===== src/rtl/core/ftwa_pkg.sv =====
// Shared types, codes and constants for the flow table with aging.
package ftwa_pkg;

  localparam int unsigned TABLE_DEPTH_DEF = 128;
  localparam logic [16:0] IDLE_TIMEOUT_RESET = 17'd300;

  localparam logic CMD_LOOKUP = 1'b0;
  localparam logic CMD_SWEEP  = 1'b1;

  localparam logic [1:0] STATUS_HIT   = 2'd0;
  localparam logic [1:0] STATUS_NEW   = 2'd1;
  localparam logic [1:0] STATUS_FULL  = 2'd2;
  localparam logic [1:0] STATUS_SWEPT = 2'd3;

  typedef struct packed {
    logic        command;
    logic [31:0] client_ip;
    logic [15:0] client_port;
    logic [31:0] now_seconds;
  } in_item_t;

  typedef struct packed {
    logic [1:0]  status;
    logic [6:0]  entry_index;
    logic [31:0] msg_total;
    logic [7:0]  active_count;
    logic [7:0]  removed_count;
  } out_item_t;

  typedef struct packed {
    logic [31:0] ip;
    logic [15:0] port;
    logic [31:0] seen_at;
    logic [31:0] msg_count;
  } entry_t;

  // Controller to datapath
  typedef struct packed {
    logic load;
    logic walk;
    logic finish;
  } ctl_cmd_t;

  // Datapath to controller
  typedef struct packed {
    logic more;
    logic pend;
    logic hit;
    logic out_free;
  } dp_stat_t;

endpackage


===== src/rtl/core/ftwa_ctrl.sv =====
// Sequencer for the flow table: load an item, walk the table, post the result.
module ftwa_ctrl (
  input  logic             clk,
  input  logic             rst,
  input  logic             in_valid,
  output logic             in_ready,
  input  ftwa_pkg::dp_stat_t stat,
  output ftwa_pkg::ctl_cmd_t cmd
);

  localparam logic [1:0] S_IDLE = 2'd0;
  localparam logic [1:0] S_WALK = 2'd1;
  localparam logic [1:0] S_FIN  = 2'd2;

  logic [1:0] state;
  logic [1:0] state_next;

  always_ff @(posedge clk) begin
    if (rst) begin
      state <= S_IDLE;
    end else begin
      state <= state_next;
    end
  end

  always_comb begin
    state_next = state;
    cmd        = '0;
    in_ready   = 1'b0;
    unique case (state)
      S_IDLE: begin
        in_ready = 1'b1;
        if (in_valid) begin
          cmd.load   = 1'b1;
          state_next = S_WALK;
        end
      end
      S_WALK: begin
        cmd.walk = 1'b1;
        // stop on a hit, or once every issued read has been evaluated
        if (stat.hit || (!stat.more && !stat.pend)) begin
          state_next = S_FIN;
        end
      end
      S_FIN: begin
        if (stat.out_free) begin
          cmd.finish = 1'b1;
          state_next = S_IDLE;
        end
      end
      default: begin
        state_next = S_IDLE;
      end
    endcase
  end

endmodule


===== config.mk =====
export PLATFORM = sky130hd
export DESIGN_NAME = ftwa_ctrl
export DESIGN_NICKNAME = d
export VERILOG_FILES = /design/src/rtl/core/ftwa_pkg.sv /design/src/rtl/core/ftwa_ctrl.sv
export SDC_FILE = /design/constraint.sdc
export NUM_CORES = 1
export LEC_CHECK = 0
export BUFFER_PORTS_ARGS = -buffer_cell sky130_fd_sc_hd__buf_2
export CORE_AREA = 2 2 39 41
export CTS_BUF_LIST = sky130_fd_sc_hd__clkbuf_8
export DETAILED_ROUTE_END_ITERATION = 7
export DIE_AREA = 0 0 41 43
export GPL_ROUTABILITY_DRIVEN = 1
export PLACE_DENSITY = 0.32
export SYNTH_ARGS = -nofsm -noshare
export SYNTH_HDL_FRONTEND = slang
export SYNTH_SLANG_ARGS = --single-unit

===== constraint.sdc =====
create_clock -name clk -period 1.3 [get_ports clk]
set_clock_uncertainty 0.15 [all_clocks]
set_input_delay 0.26 -clock clk [delete_from_list [all_inputs] [get_ports clk]]
set_output_delay 0.26 -clock clk [all_outputs]
set_load 0.005 [all_outputs]

==> results of run 1 <==
==> critical path: stages (launching register included) <==
cell and delay [ns]:
dfxtp_4 0.35, and2b_2 0.22, buf_2 0.12
==> what timing repair did <==
item	CTS	global route
setup endpoints to repair	3	3
setup buffers	0	1
resized for setup	2	3
==> layer usage <==
metal	GRT usage (%)	wire length (um)	vias up
li1	-	-	77
met5	0	0	-
met4	6.000	0	0
met1	6.688	161	59
met3	4.712	80	0
met2	4.688	95	13
==> final timing paths <==
kind                                            start                    end  slack [ns]  cells past startpoint
worst max-delay path            state[1]$_SDFFE_PP0P_                 cmd[1]      -0.008                      2
worst min-delay path                              rst  state[0]$_SDFFE_PP0P_        0.24                      3
worst max register to register  state[1]$_SDFFE_PP0P_  state[0]$_SDFFE_PP0P_        0.10                      2
worst min register to register  state[1]$_SDFFE_PP0P_  state[0]$_SDFFE_PP0P_        0.43                      2
==> synthesized netlist by cell type (all sizes together) <==
library cell,count
a31o,1
and2,1
and2b,1
and3b,1
dfxtp,2
inv,1
nor2,1
nor4b,1
o21ai,1
o21bai,1
or3b,1
or4b,1
==> where the power goes <==
group	leakage (nW)	total, mW	switching (mW)	internal, mW
Sequential	0.0178	0.0722	0.00617	0.0661
Combinational	0.0817	0.0463	0.0170	0.0293
Clock	0.0216	0.238	0.0429	0.195
Total	0.121	0.357	0.0660	0.291
==> kinds of logic after synthesis <==
logic type      count (synthesis)  synth area share [%]
flops                           2                 32.99
compound gates                  3                 17.53
buf+inv                         1                 3.090
simple gates                    7                 46.40
==> cells in the final DEF, fill, tap and decap left out <==
cell / netlist / layout
o21bai_1: 1 / 1
a31o_2: 1 / 1
and2b_2: 1 / 1
o21ai_0: 1 / 1
or3b_1: 1 / 1
nor2_2: 0 / 1
inv_1: 1 / 1
buf_2: 0 / 10
buf_4: 0 / 1
or4b_1: 1 / 1
clkbuf_8: 0 / 3
and2_1: 1 / 1
and3b_2: 1 / 1
dfxtp_4: 0 / 2
nor4b_1: 1 / 1
==> stage by stage <==
stage	area (um^2)	std cells	worst slack, ns	power, mW	utilization (%)
after CTS	235.2	42	-0.01147	0.3633	17.00
after floorplan	121.4	13	0.2068	0.09099	-
after global routing	250.2	43	-0.04669	0.3910	18.08
after global placement	191.4	39	0.1502	0.1131	13.83
after detailed placement	191.4	39	0.1313	0.1139	13.83
final	250.2	43	-0.007916	0.3567	18.08
==> area by class of cell <==
type	count	share of cell area (%)
repair buffers	11	23.00
flip-flops and latches	2	19.00
inverters	1	1.500
clock buffers	3	16.50
multi-input cells	10	32.00
well taps	16	8.000
==> flow_metrics.env, run 1 <==
export IMPL_insertion_delay_ns=0.21
export IMPL_maxSlewHeadroom_pct=82.93
export IMPL_finalMaxSlewViolations=0
export IMPL_routed_wl_um=337
export IMPL_seq_area_um2=47.55
export IMPL_grt_pass1_vias=135
export IMPL_tightest_slew_ns=0.2525
export IMPL_setup_worst_path_class="flop to primary output"
export IMPL_grt_max_degree=7
export IMPL_grt_usage_pct=5.405
export IMPL_io_pins=11
export IMPL_largest_register_ffs=2
export IMPL_worstPathArrival_ns=0.90
export IMPL_nets=36
export IMPL_rsz0062_at_grt="true"
export IMPL_reg_largest_list="state (2)"
export IMPL_die_x_um=41
export IMPL_nFillCells=149
export IMPL_multi_input_area_um2=80.08
export IMPL_end_kind="primary output"
export IMPL_cap_violations=0
export IMPL_synth_top_area_share_pct=32.99
export IMPL_vias=149
export IMPL_io_buffers=10
export IMPL_clk_pin_slew_ns=0.03
export IMPL_initial_core_util_pct=8.770
export IMPL_htree_levels=1
export IMPL_drive_above_1_share_pct=74.07
export IMPL_finalSetupTns_ns=-0.007916
export IMPL_status="complete, but fails checks"
export IMPL_antenna_cells=0
export IMPL_cts_sinks=2
export IMPL_syn_avg_cell_area_um2=9.336
export IMPL_cts_buffers=3
export IMPL_synthCells=13
export IMPL_ys_warn_count=0
export IMPL_synth_area_um2=121.4
export IMPL_die_y_um=43
export IMPL_crit_fanout=6
export IMPL_std_cell_rows=14
export IMPL_viasPerCell=3.465
export IMPL_peakVddDrop_mv=0.4797
export IMPL_syn_num_nets=20
export IMPL_yosysTopAreaCell="dfxtp_1"
export IMPL_holdWs_ns=0.2403
export IMPL_grt_overflow_total=0
export IMPL_worst_setup_path_start_kind="flop"
export IMPL_required_ns=0.89
export IMPL_pwr_density_cell_nw_per_um2=1425
export IMPL_place_congestion=0.5403
export IMPL_yosys_top_cells_area="dfxtp_1 33%, and3b_2 8.2%, or4b_1 8.2%"
export IMPL_fin_crit_sh_pct=100.6
export IMPL_root_buffer="clkbuf_8"
export IMPL_min_delay_path_class="input pin to flop"
export IMPL_drt_iter0_markers=0
export IMPL_synth_cell_types=12
export IMPL_clockBufferDepth=2
export IMPL_regMostFlops="state"
export IMPL_leakagePower_nw=0.1211
export IMPL_fmaxAchievable_ghz=0.7646
export IMPL_grt_pass1_wl_um=545
export IMPL_core_um2=1384
export IMPL_fin_ws_ns=-0.007916
export IMPL_cts_hold_fix_buffers=0
export IMPL_antenna_left=0
export IMPL_setup_viol=1
export IMPL_antenna_found_initial=0
export IMPL_dp_hpwl_um=242.3
export IMPL_yosys_register_bits=2
export IMPL_violations="setup timing"
export IMPL_firstDrtPassIters=1
export IMPL_wl_per_cell_um=7.837
export IMPL_area_delta_synth_final_pct=106.2
export IMPL_dieArea_um2=1763
export IMPL_final_min_clock_period_ns=1.308
export IMPL_cts_tree="yes"
export IMPL_drcViolationCount=0
export IMPL_final_hold_viol_count=0
export IMPL_yosysSeqAreaShare_pct=32.99
No activity file was read; power rests on OpenSTA's default activity.
==> run 2: changes to the inputs <==
- ABC_AREA: unset -> 1
==> run 2 against run 1 <==
The run now ends clean. Area after synthesis fell by 3.1%. Critical path type unchanged. Sequential power fell by 3.6%. Largest power group unchanged. Sequential cell count did not move. Register-to-register slack improved by 0.20 ns. Clock power barely moved. Die area did not move. Non-clock buffer count did not move. Synthesized cell count rose by 46%. Sequential share of layout area fell by 1.7 points. Power rose by 1.6%.
==> flow_metrics.env, run 2 <==
export IMPL_status="completed"
export IMPL_antenna_found_initial=0
export IMPL_critPathBufInv=2
export IMPL_finalMaxSlewViolations=0
export IMPL_vias=161
export IMPL_dieArea_um2=1763
export IMPL_place_congestion=0.6082
export IMPL_worst_setup_path_start_kind="flop"
export IMPL_yosysSeqAreaShare_pct=34.04
export IMPL_die_y_um=43
export IMPL_setup_worst_path_class="flop to primary output"
export IMPL_worstPathArrival_ns=0.89
export IMPL_p_int_mw=0.2891
export IMPL_final_common_cell="buf_2"
export IMPL_end_kind="primary output"
export IMPL_grt_overflow_total=0
export IMPL_p_seq_share_pct=19.2
export IMPL_regMostFlops="state"
export IMPL_yosysMostFrequentCell="inv_1"
export IMPL_clockBufferDepth=2
export IMPL_tightest_slew_ns=0.1625
export IMPL_yosysTopAreaCell="dfxtp_1"
export IMPL_wl_per_cell_um=7.571
export IMPL_cts_buffers=3
export IMPL_crit_slowest_cell="dfxtp_4"
export IMPL_final_hold_viol_count=0
export IMPL_placed_cells=45
export IMPL_busiest_layer="met2"
export IMPL_drcViolationCount=0
export IMPL_setup_viol=0
export IMPL_initial_core_util_pct=8.499
export IMPL_core_um2=1384
export IMPL_die_x_um=41
export IMPL_htree_levels=1
export IMPL_seq_area_um2=45.04
export IMPL_fin_crit_sh_pct=99.63
export IMPL_synth_top_area_share_pct=34.04
export IMPL_area_delta_synth_final_pct=121.3
export IMPL_cap_violations=0
export IMPL_final_min_clock_period_ns=1.295
export IMPL_root_buffer="clkbuf_8"
export IMPL_ys_warn_count=0
export IMPL_std_cell_rows=14
export IMPL_cts_sinks=2
export IMPL_synth_cell_types=9
export IMPL_rsz0062_at_grt="true"
export IMPL_drive_above_1_share_pct=69.70
export IMPL_peakVddDrop_mv=0.3828
export IMPL_io_pins=11
export IMPL_maxSlewHeadroom_pct=89.12
export IMPL_dp_hpwl_um=271.3
export IMPL_yosys_register_bits=2
export IMPL_grtUsageMet2_pct=7.813
export IMPL_grt_max_degree=4
export IMPL_grt_use_met1_pct=4.473
export IMPL_place_ws_ns=0.1901
export IMPL_antenna_left=0
export IMPL_pwr_density_cell_nw_per_um2=1392
export IMPL_leakagePower_nw=0.1339
export IMPL_syn_num_nets=26
export IMPL_power_frac_comb_pct=15.0
export IMPL_routed_wl_um=371
export IMPL_synth_common_cells="5 x inv_1, 3 x nand2_1, 3 x nor2_1, 2 x dfxtp_1, 2 x nor2_2"
export IMPL_nets=42
export IMPL_grt_usage_pct=5.110
export IMPL_instances_no_fill=49
export IMPL_drt_iter0_markers=1
export IMPL_clkPwrFrac_pct=65.8
export IMPL_cts_tree="yes"
export IMPL_syn_avg_cell_area_um2=6.190
export IMPL_postSynth_asyncResetShare_pct=0
export IMPL_crit_fanout=3
export IMPL_multi_input_area_um2=71.32
export IMPL_synth_ff_type="dfxtp_1"
export IMPL_yosys_top_cells_area="dfxtp_1 34%, inv_1 16%, nor2_2 11%"
export IMPL_swShare_pct=20.21
export IMPL_insertion_delay_ns=0.21
export IMPL_p_sw_mw=0.07321
export IMPL_io_buffers=10
export IMPL_fmaxAchievable_ghz=0.7721
export IMPL_antenna_cells=0
export IMPL_path_delay_family="flip-flops"
export IMPL_grt_pass1_wl_um=565
export IMPL_crit_chain="nor2_4 -> nand2_2 -> inv_2 -> buf_6"
export IMPL_fin_ws_ns=0.004778
export IMPL_required_ns=0.89
export IMPL_use_met3_pct=1.571
export IMPL_grt_pass1_vias=184
export IMPL_cpPeakStageDelay_ns=0.35
export IMPL_nFillCells=163
export IMPL_largest_register_ffs=2
export IMPL_viasPerCell=3.286
export IMPL_clk_pin_slew_ns=0.03
export IMPL_reg_largest_list="state (2)"
export IMPL_synth_area_um2=117.6
export IMPL_synth_edf_count=0
export IMPL_cts_hold_fix_buffers=0
export IMPL_synthCells=19
export IMPL_mostFrequentLayoutCells="9 x buf_2, 3 x inv_1, 3 x clkbuf_8"
export IMPL_firstDrtPassIters=3
export IMPL_min_delay_path_class="input pin to flop"
## run 2: routing by layer
layer / part of all wire, % / vias to the layer above / routed length, um
met2: 59 / 4 / 219
li1: - / 88 / -
met1: 37 / 69 / 137
met4: 0 / 0 / 0
met5: 0 / - / 0
met3: 4.0 / 0 / 15
## run 2: final timing paths
kind / startpoint / to / slack (ns) / cells past startpoint
max: state[1]$_SDFFE_PP0P_ / cmd[2] / 0.005 / 4
min reg2reg: state[1]$_SDFFE_PP0P_ / state[0]$_SDFFE_PP0P_ / 0.45 / 3
max reg2reg: state[1]$_SDFFE_PP0P_ / state[1]$_SDFFE_PP0P_ / 0.30 / 4
min: rst / state[1]$_SDFFE_PP0P_ / 0.07 / 2
## run 2: metrics by stage
stage	hold WS, ns	total power [mW]	area, um^2	util (%)	setup TNS (ns)
6_report	0.07301	0.3623	260.3	18.81	0
5_1_grt	0.08136	0.3826	260.3	18.81	-0.07111
4_1_cts	0.07823	0.3603	236.5	17.09	0
3_5_place_dp	0.2918	0.1105	187.7	13.56	0
3_3_place_gp	0.2984	0.1112	187.7	13.56	0
2_1_floorplan	0.1791	0.08837	117.6	-	0
## run 2: logic make-up (layout without fill, tap and decap cells)
group	count (synthesis)	count (layout)	synth area share, %
and+or+nand+nor	8	8	29.78
AOI/OAI and AO/OA	4	4	20.21
buffers and inverters	5	19	15.96
DFF	2	2	34.04
## run 2: timing repair
item	4_1_cts	5_1_grt
buffers inserted	1	0
endpoints found under the setup margin	1	3
cloned	0	0
pin swaps	2	3
gates resized for setup	0	10
## run 2: power groups by stage
stage | clock network, mW | logic, mW | registers, mW
after floorplan | 0 | 0.0196 | 0.0688
after global placement | 0 | 0.0418 | 0.0694
after detailed placement | 0 | 0.0414 | 0.0691
after CTS | 0.246 | 0.0457 | 0.0683
after global routing | 0.251 | 0.0615 | 0.0704
final | 0.238 | 0.0543 | 0.0696
## run 2: layout make-up
| class | count | share of cell area [%] |
|---|---|---|
| timing repair buffer | 11 | 24.52 |
| sequential | 2 | 17.31 |
| inverter | 5 | 7.212 |
| tap | 16 | 7.692 |
| multi-input combinational | 12 | 27.40 |
| clock buffer | 3 | 15.87 |
## run 2: worst reg2reg max path, cell delays in order (launching register included)
cell	delay, ns
dfxtp_4	0.35
nor2_4	0.12
nand2_1	0.06
a31oi_1	0.16
nor2_1	0.05
